[src/rtl/sega_pkg.sv]
// Shared types, codes and defaults for the segment allocator.
package sega_pkg;

    localparam int unsigned MAX_SEGMENTS_DEF = 16;

    localparam int unsigned DATA_W  = 32;
    localparam int unsigned PHASE_W = 2;
    localparam int unsigned STAT_W  = 3;

    localparam logic [STAT_W-1:0] ST_OK          = 3'd0;
    localparam logic [STAT_W-1:0] ST_NO_SPACE    = 3'd1;
    localparam logic [STAT_W-1:0] ST_TABLE_FULL  = 3'd2;
    localparam logic [STAT_W-1:0] ST_NOT_FOUND   = 3'd3;
    localparam logic [STAT_W-1:0] ST_WRONG_STATE = 3'd4;
    localparam logic [STAT_W-1:0] ST_ZERO_SIZE   = 3'd5;

    localparam logic CMD_ALLOC  = 1'b0;
    localparam logic CMD_CHANGE = 1'b1;

    localparam logic [PHASE_W-1:0] PH_FREE   = 2'd0;
    localparam logic [PHASE_W-1:0] PH_NEW    = 2'd1;
    localparam logic [PHASE_W-1:0] PH_ACTIVE = 2'd2;
    localparam logic [PHASE_W-1:0] PH_DONE   = 2'd3;

    typedef struct packed {
        logic [DATA_W-1:0]  lo_off;
        logic [DATA_W-1:0]  hi_off;
        logic [PHASE_W-1:0] phase;
    } t_seg;

    localparam int unsigned SEG_W = $bits(t_seg);

    localparam int unsigned IN_TDATA_W  = 104;
    localparam int unsigned OUT_TDATA_W = 72;

endpackage

[src/rtl/sega_ram.sv]
// Generic simple dual-port RAM with registered read.
module sega_ram #(
    parameter int unsigned WIDTH = 8,
    parameter int unsigned DEPTH = 16
) (
    input  logic                     i_clk,
    input  logic                     i_wr_en,
    input  logic [$clog2(DEPTH)-1:0] i_wr_addr,
    input  logic [WIDTH-1:0]         i_wr_data,
    input  logic [$clog2(DEPTH)-1:0] i_rd_addr,
    output logic [WIDTH-1:0]         o_rd_data
);

    logic [WIDTH-1:0] r_mem [DEPTH];
    logic [WIDTH-1:0] r_rd_data;

    always_ff @(posedge i_clk) begin
        if (i_wr_en) begin
            r_mem[i_wr_addr] <= i_wr_data;
        end
        r_rd_data <= r_mem[i_rd_addr];
    end

    assign o_rd_data = r_rd_data;

endmodule

[src/rtl/segment_allocator_with_lifecycle.sv]
// Segment allocator: sorted range table in RAM with per-range lifecycle phase.
// One request at a time. An allocate scans one entry per cycle behind the RAM read
// latency (skipped on an empty table), shifts up where needed, then writes the range;
// a change scans and writes the new phase or, on a free, shifts down where needed.
// Errors caught before the scan go straight to the completion state. A new request
// is taken while the result waits in its register.
// Reset clears capacity, range count and control; table contents stay as-is.
module segment_allocator_with_lifecycle #(
    parameter int unsigned MAX_SEGMENTS = sega_pkg::MAX_SEGMENTS_DEF
) (
    input  logic                               i_clk,
    input  logic                               i_rst_n,
    input  logic                               i_cfg_wr_en,
    input  logic [sega_pkg::DATA_W-1:0]        i_cfg_wr_data,
    input  logic                               s_axis_tvalid,
    output logic                               s_axis_tready,
    // [31:0] request_size, [63:32] range_start, [95:64] range_end,
    // [97:96] target_state, [103:98] zero
    input  logic [sega_pkg::IN_TDATA_W-1:0]    s_axis_tdata,
    // [0] command
    input  logic                               s_axis_tuser,
    output logic                               m_axis_tvalid,
    input  logic                               m_axis_tready,
    // [2:0] status, [34:3] given_start, [66:35] given_end, [71:67] zero
    output logic [sega_pkg::OUT_TDATA_W-1:0]   m_axis_tdata
);

    localparam int unsigned IDX_W = $clog2(MAX_SEGMENTS);
    localparam int unsigned CNT_W = $clog2(MAX_SEGMENTS + 1);
    localparam int unsigned DW    = sega_pkg::DATA_W;
    localparam int unsigned SW    = sega_pkg::STAT_W;
    localparam int unsigned PW    = sega_pkg::PHASE_W;

    localparam logic [2:0] S_IDLE  = 3'd0;
    localparam logic [2:0] S_SCAN  = 3'd1;
    localparam logic [2:0] S_SHUP  = 3'd2;
    localparam logic [2:0] S_SHDN  = 3'd3;
    localparam logic [2:0] S_WRITE = 3'd4;
    localparam logic [2:0] S_DONE  = 3'd5;

    logic [2:0]       r_state,    n_state;
    logic [CNT_W-1:0] r_count,    n_count;
    logic [DW-1:0]    r_capacity;
    logic             r_out_vld,  n_out_vld;
    logic             r_rd_live,  n_rd_live;
    logic             r_rd_end,   n_rd_end;
    logic [IDX_W-1:0] r_rd_addr,  n_rd_addr;
    logic [IDX_W-1:0] r_rd_idx;

    logic             r_cmd,      n_cmd;
    logic [DW-1:0]    r_size,     n_size;
    logic [DW-1:0]    r_rs,       n_rs;
    logic [DW-1:0]    r_re,       n_re;
    logic [PW-1:0]    r_tgt,      n_tgt;
    logic [DW-1:0]    r_prev,     n_prev;
    logic [IDX_W-1:0] r_pos,      n_pos;
    logic [DW-1:0]    r_base,     n_base;
    logic [SW-1:0]    r_status,   n_status;
    logic [DW-1:0]    r_gs,       n_gs;
    logic [DW-1:0]    r_ge,       n_ge;
    logic [SW-1:0]    r_o_status, n_o_status;
    logic [DW-1:0]    r_o_gs,     n_o_gs;
    logic [DW-1:0]    r_o_ge,     n_o_ge;

    logic                       wr_en;
    logic [IDX_W-1:0]           wr_addr;
    sega_pkg::t_seg             wr_seg;
    logic [sega_pkg::SEG_W-1:0] rd_raw;
    sega_pkg::t_seg             rd_seg;

    logic             issue;
    logic [IDX_W-1:0] last_idx;
    logic             is_last;
    logic [DW:0]      sum_prev;
    logic [DW:0]      sum_last;
    logic             fit_here;
    logic             hit;
    logic [DW-1:0]    in_size;

    sega_ram #(
        .WIDTH (sega_pkg::SEG_W),
        .DEPTH (MAX_SEGMENTS)
    ) u_table (
        .i_clk     (i_clk),
        .i_wr_en   (wr_en),
        .i_wr_addr (wr_addr),
        .i_wr_data (wr_seg),
        .i_rd_addr (r_rd_addr),
        .o_rd_data (rd_raw)
    );

    assign rd_seg   = sega_pkg::t_seg'(rd_raw);
    assign in_size  = s_axis_tdata[31:0];
    assign last_idx = IDX_W'(r_count - CNT_W'(1));
    assign is_last  = (r_rd_idx == last_idx);
    assign sum_prev = {1'b0, r_prev} + {1'b0, r_size};
    assign sum_last = {1'b0, rd_seg.hi_off} + {1'b0, r_size};
    assign fit_here = (r_rd_idx == '0) ? (r_size <= rd_seg.lo_off)
                                       : (sum_prev <= {1'b0, rd_seg.lo_off});
    assign hit      = (rd_seg.lo_off == r_rs) && (rd_seg.hi_off == r_re);

    assign s_axis_tready = (r_state == S_IDLE);
    assign m_axis_tvalid = r_out_vld;
    assign m_axis_tdata  = {5'd0, r_o_ge, r_o_gs, r_o_status};

    always_comb begin
        n_state    = r_state;
        n_count    = r_count;
        n_out_vld  = r_out_vld & ~m_axis_tready;
        n_rd_end   = r_rd_end;
        n_rd_addr  = r_rd_addr;
        n_cmd      = r_cmd;
        n_size     = r_size;
        n_rs       = r_rs;
        n_re       = r_re;
        n_tgt      = r_tgt;
        n_prev     = r_prev;
        n_pos      = r_pos;
        n_base     = r_base;
        n_status   = r_status;
        n_gs       = r_gs;
        n_ge       = r_ge;
        n_o_status = r_o_status;
        n_o_gs     = r_o_gs;
        n_o_ge     = r_o_ge;
        wr_en      = 1'b0;
        wr_addr    = r_pos;
        wr_seg     = rd_seg;
        issue      = 1'b0;
        n_rd_live  = 1'b0;

        unique case (r_state)
            S_IDLE: begin
                if (s_axis_tvalid) begin
                    n_cmd     = s_axis_tuser;
                    n_size    = in_size;
                    n_rs      = s_axis_tdata[63:32];
                    n_re      = s_axis_tdata[95:64];
                    n_tgt     = s_axis_tdata[97:96];
                    n_rd_addr = '0;
                    n_rd_end  = 1'b0;
                    n_prev    = '0;
                    n_gs      = '0;
                    n_ge      = '0;
                    n_state   = S_DONE;
                    if (s_axis_tuser == sega_pkg::CMD_ALLOC) begin
                        priority if (in_size == '0) begin
                            n_status = sega_pkg::ST_ZERO_SIZE;
                        end else if (r_count == CNT_W'(MAX_SEGMENTS)) begin
                            n_status = sega_pkg::ST_TABLE_FULL;
                        end else if (r_count == '0) begin
                            if (in_size <= r_capacity) begin
                                n_pos   = '0;
                                n_base  = '0;
                                n_state = S_WRITE;
                            end else begin
                                n_status = sega_pkg::ST_NO_SPACE;
                            end
                        end else begin
                            n_state = S_SCAN;
                        end
                    end else begin
                        if (r_count == '0) begin
                            n_status = sega_pkg::ST_NOT_FOUND;
                        end else begin
                            n_state = S_SCAN;
                        end
                    end
                end
            end
            S_SCAN: begin
                issue     = ~r_rd_end;
                n_rd_addr = r_rd_addr + IDX_W'(1);
                n_rd_end  = r_rd_end | (r_rd_addr == last_idx);
                if (r_rd_live) begin
                    if (r_cmd == sega_pkg::CMD_ALLOC) begin
                        n_prev = rd_seg.hi_off;
                        if (fit_here) begin
                            n_base    = (r_rd_idx == '0) ? '0 : r_prev;
                            n_pos     = r_rd_idx;
                            n_rd_addr = last_idx;
                            n_rd_end  = 1'b0;
                            issue     = 1'b0;
                            n_state   = S_SHUP;
                        end else if (is_last) begin
                            issue = 1'b0;
                            if (sum_last <= {1'b0, r_capacity}) begin
                                n_base  = rd_seg.hi_off;
                                n_pos   = IDX_W'(r_count);
                                n_state = S_WRITE;
                            end else begin
                                n_status = sega_pkg::ST_NO_SPACE;
                                n_state  = S_DONE;
                            end
                        end
                    end else begin
                        if (hit) begin
                            issue    = 1'b0;
                            n_state  = S_DONE;
                            n_status = sega_pkg::ST_OK;
                            if (r_tgt == sega_pkg::PH_FREE &&
                                rd_seg.phase == sega_pkg::PH_DONE) begin
                                if (is_last) begin
                                    n_count = r_count - CNT_W'(1);
                                end else begin
                                    n_rd_addr = r_rd_idx + IDX_W'(1);
                                    n_rd_end  = 1'b0;
                                    n_state   = S_SHDN;
                                end
                            end else if ((r_tgt == sega_pkg::PH_ACTIVE &&
                                          rd_seg.phase == sega_pkg::PH_NEW) ||
                                         (r_tgt == sega_pkg::PH_DONE &&
                                          rd_seg.phase == sega_pkg::PH_ACTIVE)) begin
                                wr_en        = 1'b1;
                                wr_addr      = r_rd_idx;
                                wr_seg.phase = r_tgt;
                            end else begin
                                n_status = sega_pkg::ST_WRONG_STATE;
                            end
                        end else if (is_last) begin
                            issue    = 1'b0;
                            n_status = sega_pkg::ST_NOT_FOUND;
                            n_state  = S_DONE;
                        end
                    end
                end
                n_rd_live = issue;
            end
            S_SHUP: begin
                issue     = ~r_rd_end;
                n_rd_addr = r_rd_addr - IDX_W'(1);
                n_rd_end  = r_rd_end | (r_rd_addr == r_pos);
                if (r_rd_live) begin
                    wr_en   = 1'b1;
                    wr_addr = r_rd_idx + IDX_W'(1);
                    if (r_rd_idx == r_pos) begin
                        issue   = 1'b0;
                        n_state = S_WRITE;
                    end
                end
                n_rd_live = issue;
            end
            S_SHDN: begin
                issue     = ~r_rd_end;
                n_rd_addr = r_rd_addr + IDX_W'(1);
                n_rd_end  = r_rd_end | (r_rd_addr == last_idx);
                if (r_rd_live) begin
                    wr_en   = 1'b1;
                    wr_addr = r_rd_idx - IDX_W'(1);
                    if (is_last) begin
                        issue    = 1'b0;
                        n_count  = r_count - CNT_W'(1);
                        n_status = sega_pkg::ST_OK;
                        n_state  = S_DONE;
                    end
                end
                n_rd_live = issue;
            end
            S_WRITE: begin
                wr_en         = 1'b1;
                wr_addr       = r_pos;
                wr_seg.lo_off = r_base;
                wr_seg.hi_off = r_base + r_size;
                wr_seg.phase  = sega_pkg::PH_NEW;
                n_count       = r_count + CNT_W'(1);
                n_status      = sega_pkg::ST_OK;
                n_gs          = r_base;
                n_ge          = r_base + r_size;
                n_state       = S_DONE;
            end
            S_DONE: begin
                if (!r_out_vld || m_axis_tready) begin
                    n_out_vld  = 1'b1;
                    n_o_status = r_status;
                    n_o_gs     = r_gs;
                    n_o_ge     = r_ge;
                    n_state    = S_IDLE;
                end
            end
            default: begin
                n_state = S_IDLE;
            end
        endcase
    end

    always_ff @(posedge i_clk) begin
        if (!i_rst_n) begin
            r_state    <= S_IDLE;
            r_count    <= '0;
            r_capacity <= '0;
            r_out_vld  <= 1'b0;
            r_rd_live  <= 1'b0;
            r_rd_end   <= 1'b0;
        end else begin
            r_state   <= n_state;
            r_count   <= n_count;
            r_out_vld <= n_out_vld;
            r_rd_live <= n_rd_live;
            r_rd_end  <= n_rd_end;
            if (i_cfg_wr_en) begin
                r_capacity <= i_cfg_wr_data;
            end
        end
    end

    always_ff @(posedge i_clk) begin
        r_rd_addr  <= n_rd_addr;
        r_rd_idx   <= r_rd_addr;
        r_cmd      <= n_cmd;
        r_size     <= n_size;
        r_rs       <= n_rs;
        r_re       <= n_re;
        r_tgt      <= n_tgt;
        r_prev     <= n_prev;
        r_pos      <= n_pos;
        r_base     <= n_base;
        r_status   <= n_status;
        r_gs       <= n_gs;
        r_ge       <= n_ge;
        r_o_status <= n_o_status;
        r_o_gs     <= n_o_gs;
        r_o_ge     <= n_o_ge;
    end

    a_count_bound: assert property (@(posedge i_clk) disable iff (!i_rst_n)
        r_count <= CNT_W'(MAX_SEGMENTS))
        else $error("range count beyond table depth");

    a_count_step: assert property (@(posedge i_clk) disable iff (!i_rst_n)
        (r_count != $past(r_count)) |->
            (r_count == $past(r_count) + CNT_W'(1) ||
             r_count == $past(r_count) - CNT_W'(1)))
        else $error("range count moved by more than one");

    a_result_source: assert property (@(posedge i_clk) disable iff (!i_rst_n)
        $rose(m_axis_tvalid) |-> $past(r_state == S_DONE))
        else $error("result raised outside completion");

    a_no_write_idle: assert property (@(posedge i_clk) disable iff (!i_rst_n)
        (r_state == S_IDLE || r_state == S_DONE) |-> !wr_en)
        else $error("table written while no request in progress");

endmodule
[config.mk]
export PLATFORM = sky130hd
export DESIGN_NAME = segment_allocator_with_lifecycle
export DESIGN_NICKNAME = d
export VERILOG_FILES = /design/src/rtl/sega_pkg.sv /design/src/rtl/sega_ram.sv /design/src/rtl/segment_allocator_with_lifecycle.sv
export SDC_FILE = /design/constraint.sdc
export NUM_CORES = 2
export LEC_CHECK = 0
export BUFFER_PORTS_ARGS = -buffer_cell sky130_fd_sc_hd__buf_2
export CAP_MARGIN = 20
export CORE_AREA = 2 2 359 361
export CTS_CLUSTER_DIAMETER = 30
export DETAILED_ROUTE_END_ITERATION = 7
export DIE_AREA = 0 0 361 363
export GPL_TIMING_DRIVEN = 0
export PLACE_DENSITY = 0.74
export SLEW_MARGIN = 0
export SYNTH_ARGS = -nofsm -noshare
export SYNTH_HDL_FRONTEND = slang
export SYNTH_SLANG_ARGS = --single-unit
export TNS_END_PERCENT = 30
[constraint.sdc]
create_clock -name i_clk -period 10.48 [get_ports i_clk]
set_input_delay 0.524 -clock i_clk [delete_from_list [all_inputs] [get_ports i_clk]]
set_output_delay 0.524 -clock i_clk [all_outputs]
set_load 0.05 [all_outputs]
## Word level (Yosys, flattened, before mapping)

Memory sizes are Yosys's and may differ from the RTL's. A register that Yosys moved wholly into a read port is not among the register bits.
Index checks and enable logic that the tools add are counted.

| word-level totals | value |
|---|---|
| register bits | 352 |
| RAM bits | 1056 |
| bits of input ports | 142 |
| output and inout bits | 74 |
| logic and storage cells | 241 |
| memories kept | 1 |

Memory list:

| name | depth | bits a word | read ports | clocked after memory_dff | wr ports | RTL line | RTL |
|---|---|---|---|---|---|---|---|
| u_table.r_mem | 16 | 66 | 1 | 1 | 1 | sega_ram.sv:14 | `logic [WIDTH-1:0] r_mem [DEPTH];` |

| cells by class | value |
|---|---|
| add/subtract/negate cells | 9 |
| order comparisons | 4 |
| equality and inequality tests | 43 |
| muxes and demuxes | 130 |
| bitwise gates (word level) | 5 |
| reductions and logical operators | 27 |

Operator list:

| kind | number |
|---|---|
| 2-to-1 mux 32 bit | 15 |
| one-hot mux 32 bit (2 select lines) | 4 |
| 2-to-1 mux 3 bit | 36 |
| 2-to-1 mux 4 bit | 25 |
| adder 32 x 32 -> 33 bit | 2 |
| less-or-equal comparator 33 x 32 -> 1 bit | 2 |
| == test 32 bit | 2 |
| less-or-equal comparator 32 bit | 2 |
| 2-to-1 mux 64 bit | 1 |
| adder 32 bit | 1 |
| zero test 32 bit | 1 |
| 2-to-1 mux 5 bit | 6 |
| 2-to-1 mux 1 bit | 28 |
| inequality test 2 bit, second input constant | 14 |
| inequality test 3 bit, second input constant | 6 |
| one-hot mux 3 bit (6 select lines) | 1 |
| == test 4 bit | 4 |
| one-hot mux 4 bit (4 select lines) | 1 |
| one-hot mux 5 bit (3 select lines) | 1 |
| one-hot mux 3 bit (4 select lines) | 1 |
| one-hot mux 4 bit (3 select lines) | 1 |
| AND reduction 12 bit | 1 |
| AND reduction 11 bit | 1 |
| 2-to-1 mux 2 bit | 5 |
| 37 further kinds | 57 |

## Longest topological paths before layout

| depth | value |
|---|---|
| depth after elaboration | 11 |
| mapped depth | 23 |
| gate-level depth less buffers | 22 |

## Modules after synthesis

Synthesis repeated with hierarchy kept, for this count alone.

| unflattened totals | value |
|---|---|
| cell total of the unflattened synthesis | 3747 |
| area, all modules | 62766.4 µm² |

Modules (own cells, without submodules):

| module | times used | cells an instance | area an instance (µm²) |
|---|---|---|---|
| sega_ram | 1 | 1698 | 40799.1 |
| segment_allocator_with_lifecycle | 1 | 2049 | 21967.3 |

## Least setup slack after synthesis

Ideal clock, no wire load.

| timing | value |
|---|---|
| path kind | flip-flop to flip-flop |
| from | reg r_re[21] |
| to | mem u_table.r_mem[0][0] in the netlist's numbering (enable) |
| setup time | 0.571 ns |
| arrival | 6.721 ns |
| data required time | 9.909 ns |
| slack | 3.188 ns |
| stages on the path, launching flop included | 10 |
| path buffers | 0 |
| clock period less this slack | 7.292 ns |
| path through | edfxtp_1 > xor2_1 > nor4_1 > nand4_1 > nor4_1 > nand3_1 > mux2i_1 > o221ai_1 > or2_2 > nor3_1 |

| on the way | value |
|---|---|
| word-level cells in the longest chain between the ends | 8 |
| elaborated cells on any way between the ends | 12 |

Ends and longest elaborated chain:

| what | RTL line | RTL |
|---|---|---|
| start, declared | segment_allocator_with_lifecycle.sv:53 | `logic [DW-1:0] r_re, n_re;` |
| start signal, assigned | segment_allocator_with_lifecycle.sv:312 | `r_re <= n_re;` |
| == test 32 bit * | segment_allocator_with_lifecycle.sv:100 | `assign hit = (rd_seg.lo_off == r_rs) && (rd_seg.hi_off == r_re);` |
| logical AND 1 bit * | segment_allocator_with_lifecycle.sv:100 |  |
| 2-to-1 mux 1 bit | segment_allocator_with_lifecycle.sv:197 | `if (hit) begin` |
| 2-to-1 mux 1 bit | segment_allocator_with_lifecycle.sv:176 | `if (r_cmd == sega_pkg::CMD_ALLOC) begin` |
| 2-to-1 mux 1 bit | segment_allocator_with_lifecycle.sv:175 | `if (r_rd_live) begin` |
| one-hot mux 1 bit (3 select lines) | segment_allocator_with_lifecycle.sv:132 | `unique case (r_state)` |
| 2-to-1 mux 1 bit | sega_ram.sv:18 | `if (i_wr_en) begin` |
| 2-to-1 mux 1 bit (not written as such) | sega_ram.sv:19 | `r_mem[i_wr_addr] <= i_wr_data;` |
| end, declared | sega_ram.sv:14 |  |

Every way passes the cells marked *; elsewhere a longest branch is shown, timed or not.

## Final worst setup path

| timing | value |
|---|---|
| from | reg r_size[0] |
| to | reg r_base[27] (enable) |

| on the way | value |
|---|---|
| word-level cells in the longest chain between the ends | 5 |
| elaborated cells on any way between the ends | 9 |

Ends and longest elaborated chain:

| what | RTL line | RTL |
|---|---|---|
| start, declared | segment_allocator_with_lifecycle.sv:51 | `logic [DW-1:0] r_size, n_size;` |
| start signal, assigned | segment_allocator_with_lifecycle.sv:310 | `r_size <= n_size;` |
| adder 32 x 32 -> 33 bit | segment_allocator_with_lifecycle.sv:96 | `assign sum_prev = {1'b0, r_prev} + {1'b0, r_size};` |
| less-or-equal comparator 33 x 32 -> 1 bit | segment_allocator_with_lifecycle.sv:99 | `: (sum_prev <= {1'b0, rd_seg.lo_off});` |
| 2-to-1 mux 1 bit | segment_allocator_with_lifecycle.sv:98 | `assign fit_here = (r_rd_idx == '0) ? (r_size <= rd_seg.lo_off)` |
| inequality test 3 bit (no source line) | - |  |
| AND reduction 11 bit (no source line) * | - |  |
| end signal, assigned | segment_allocator_with_lifecycle.sv:316 | `r_base <= n_base;` |
| end, declared | segment_allocator_with_lifecycle.sv:57 | `logic [DW-1:0] r_base, n_base;` |

Marked as above.
A chain may end at the register's enable or synchronous reset.

==> metrics.md <==
| Metric | Value |
|---|---|
| Status | finished with violations |
| Failing checks | DRC |
| Top FF cell, synth | edfxtp_1 |
| Final Hold Fails | 0 |
| Core area | 0.127 sq mm |
| Max cap viols | 0 |
| Switch Pwr | 8.75 mW |
| CP required | 11.03 ns |
| Leakage power total | 28.3 nW |
| Die area | 0.131 sq mm |
| Crit-path cells | ha_1 -> inv_1 -> fa_1 -> nor2b_1 -> o31a_1 -> o21ai_0 -> a21oi_1 -> or3_1 -> a22oi_1 -> nand3_1 -> a31oi_1 -> xnor2_1 -> ha_1 -> nand4_1 -> nor4_1 -> o41ai_1 -> a221oi_1 -> and3b_1 -> buf_2 -> nor3_2 -> o21ai_0 -> and3_2 -> buf_12 |
| Design area | 0.0790 sq mm |
| Fmax | 140 MHz |
| Critical Path Slowest Stage Cell | nor3_2 |
| GR Overflow Total | 0 |
| PD cells | 325 mW/mm^2 |
| Area leader, netlist | edfxtp_1 |
| Seq pwr share | 34.2% |
| VDD IR-drop max | 214 uV |
| CTS tree | built |
| WS Path Type | flop to flop |
| Mean Syn Cell Area | 17.4 sq um |
| DR iter-0 viols | 5968 |
| Number of global-route vias before repair | 40069 |
| Crit path launch type | flop |
| First-pass GRT wire length | 287000 um |
| Nets | 4745 |
| Routed Antenna Nets | 0 |
| Async SR Flop Fraction | 0% |
| Number of fillers in the final layout | 8443 |
| Setup-failing EPs final | 0 |
| Clk slew on worst S/H paths | 0.04 ns |
| Combinational Power Share | 30.7% |
| Via Count | 40180 |
| Die Height | 363 um |
| Hold path depth | 3 |
| Synthesized area | 0.0630 sq mm |
| Pin count of the biggest net entering global routing | 55 |
| Post-synthesis sequential area ratio | 68.4% |
| Final worst-path cycle share | 68.4% |
| Crit-path max FO | 33 |
| Register-to-register setup slack | 3.31 ns |
| Element type at the critical path end | flop |
| Via density | 6.42 |
| Top post-synthesis cells by area | edfxtp_1 65%, mux4_2 12%, ha_1 4.6% |
| Gate Count Post-Synth | 3620 |
| Arrival time worst endpoint | 7.72 ns |
| Initial antenna violation count | 9 |
| Worst-margin pin slew | 1.29 ns |
| Share of cells above drive strength 1 | 25.6% |
| TritonRoute pass-1 iters | 8 |
| CTS sink cnt | 1474 |
| RSZ-0062 raised after global routing | false |
| Port Buffers | 203 |
| Worst skew pair latency | 0.92 ns |
| Final Util | 62.2% |
| WL/cell | 32.7 um |
| Die Wd | 361 um |
| Rel. slew slack | 14.1% |
| Final Skew | 0.110 ns |
| Flops & latches, synth | 1474 |
| Hold path start | m_axis_tready |
| DPL Wire Length | 132000 um |
| Remaining DRCs | 13 |
| Leading post-synthesis cells by instance count | 1361 x edfxtp_1, 330 x mux4_2, 230 x ha_1 |
| P_int | 16.9 mW |
| Worst min path class | primary input to flop |
| Clock share of power | 35.1% |
| CTS Buf Count | 285 |
| Most numerous cell in the Yosys netlist | edfxtp_1 |
| Top cell type's share of synthesized area | 64.8% |
| H-tree Lvls | 5 |
| Drt total wl | 204000 um |
| DP Area | 0.0680 sq mm |
| Layout area overhead | 25.3% |
| Reg2reg path depth | 23 |
| Yosys cell types | 78 |
| Max-slew violations | 0 |
| Reg2reg start | r_size[0] |
| Min Tclk post-route | 7.17 ns |
| Buf/Inv on CP | 3 |
| Initial Utilization | 49.6% |
| Reg2reg end | r_base[27] |
| # Post-CTS Setup Buffers | 0 |
| Site Rows | 131 |
| Post-synth EDFFs | 1361 |
| Max clock buf depth | 4 |
| Multi-input gate area | 0.0191 sq mm |
| Slowest stage delay, CP | 0.85 ns |
| IO Pins | 216 |
| RePlAce Congestion | 0.953 |
| Hold Crit Endpoint | m_axis_tvalid |
| Cell family contributing the most delay on the critical path | simple AND/OR/NAND/NOR gates |
| Tot GR Track Use | 31.0% |
| Switch share | 34.1% |
| Clk Tree Root Cell | clkbuf_16 |
| Reg area | 0.0431 sq mm |
| Synth Warn # | 0 |
metrics by stage:
stage / std cells / setup WS [ns] / power, mW / TNS, ns / hold slack (ns)
after floorplan: 3624 / 3.19 / 13.4 / 0 / 0.370
final: 6254 / 3.31 / 25.7 / 0 / 0.0451
after global placement: 5489 / -7.82 / 15.8 / -4151.29 / 0.391
after detailed placement: 5595 / 3.69 / 16.2 / 0 / 0.396
after CTS: 6227 / 3.63 / 25.3 / 0 / 0.00808
after global routing: 6245 / 2.99 / 26.4 / 0 / 0.0782
tightest hold or removal path: stages:
cell	delay [ns]
buf_2	0.07
nand2b_1	0.14
a21boi_0	0.10
state kept, by name, summed over array words and instances (netlist names), 4 cells and up:
signal,flops
r_o_ge,32
r_o_gs,32
r_rd_addr,4
u_table.r_mem,1056
r_gs,32
r_prev,32
u_table.o_rd_data,66
r_capacity,32
r_size,32
r_re,32
r_rd_idx,4
r_rs,32
r_base,32
r_pos,4
r_ge,32
r_count,5
power by group through the flow:
stage                     Sequential [mW]  Combinational [mW]  Clock, mW
after floorplan                      8.30                5.09          0
after global placement               8.83                7.01          0
after detailed placement             8.78                7.39          0
after CTS                            8.69                7.59       8.99
after global routing                 8.74                8.40       9.30
final                                8.77                7.89       9.00
layer usage:
metal / vias up / share of wire [%] / global-route usage, % / wire length [um]
met4: 4 / 7.1 / 20.0 / 14600
met3: 722 / 12 / 9.66 / 25500
met5: - / 0.057 / 0.581 / 117
li1: 16174 / - / - / -
met1: 20177 / 36 / 39.6 / 73400
met2: 3103 / 44 / 46.1 / 91000
placed cells by master, fill, tap and decap left out, drive strengths merged, types with 22 or more instances in the layout:
| cell | instances |
|---|---|
| xnor2 | 78 |
| bufinv | 29 |
| o21ai | 86 |
| clkbuf | 431 |
| mux2i | 37 |
| inv | 155 |
| dlygate4sd3 | 132 |
| a22o | 34 |
| nor2b | 53 |
| and3 | 80 |
| nand3 | 49 |
| nor2 | 123 |
| xor2 | 95 |
| clkinv | 83 |
| nand4 | 35 |
| nor3 | 40 |
| mux4 | 330 |
| edfxtp | 1361 |
| and2 | 22 |
| a21o | 104 |
| buf | 367 |
| ha | 230 |
| dfxtp | 113 |
| nand2 | 88 |
| a21oi | 128 |
| clkinvlp | 29 |
| nor4 | 34 |
area by class of cell:
| class | count | share of cell area (%) |
|---|---|---|
| diodes | 9 | 0.0285 |
| plain buffers | 152 | 0.752 |
| clock buffers | 319 | 9.40 |
| clock inverters | 181 | 2.52 |
| inverters | 115 | 0.550 |
| multi-input cells | 1883 | 24.1 |
| flip-flops and latches | 1474 | 54.6 |
| well taps | 1662 | 2.63 |
| repair buffers | 459 | 5.41 |
logic make-up (layout without fill, tap and decap cells):
| family | count (synthesis) | after routing | synth area share [%] |
|---|---|---|---|
| adders and majority gates | 233 | 233 | 4.66 |
| buffers and inverters | 267 | 1226 | 1.62 |
| and+or+nand+nor | 583 | 583 | 4.87 |
| muxes | 374 | 374 | 12.5 |
| DFF | 1474 | 1474 | 68.4 |
| AOI/OAI and AO/OA | 514 | 514 | 5.49 |
| xor gates and xnor gates | 174 | 174 | 2.44 |
| other | 1 | 14 | 0.00595 |
how the worst max path moves through the flow:
| stage | start | end | slack, ns | cells after the start |
|---|---|---|---|---|
| 6_report | r_size[0] | r_base[27] | 3.31 | 23 |
| 4_1_cts | r_size[0] | r_base[27] | 3.63 | 23 |
| 3_5_place_dp | r_size[0] | r_base[1] | 3.69 | 23 |
| 5_1_grt | r_size[0] | r_base[27] | 2.99 | 23 |
| 2_1_floorplan | r_re[21] | u_table.r_mem[0][0] | 3.19 | 9 |
| 3_3_place_gp | u_table.o_rd_data[13] | u_table.r_mem[12][35] | -7.82 | 8 |
what timing repair did:
item / CTS / global route
resized for setup: 0 / 0
endpoints found under the hold margin: 132 / 0
hold buffers: 132 / 0
(Power assumes the default switching activity.)
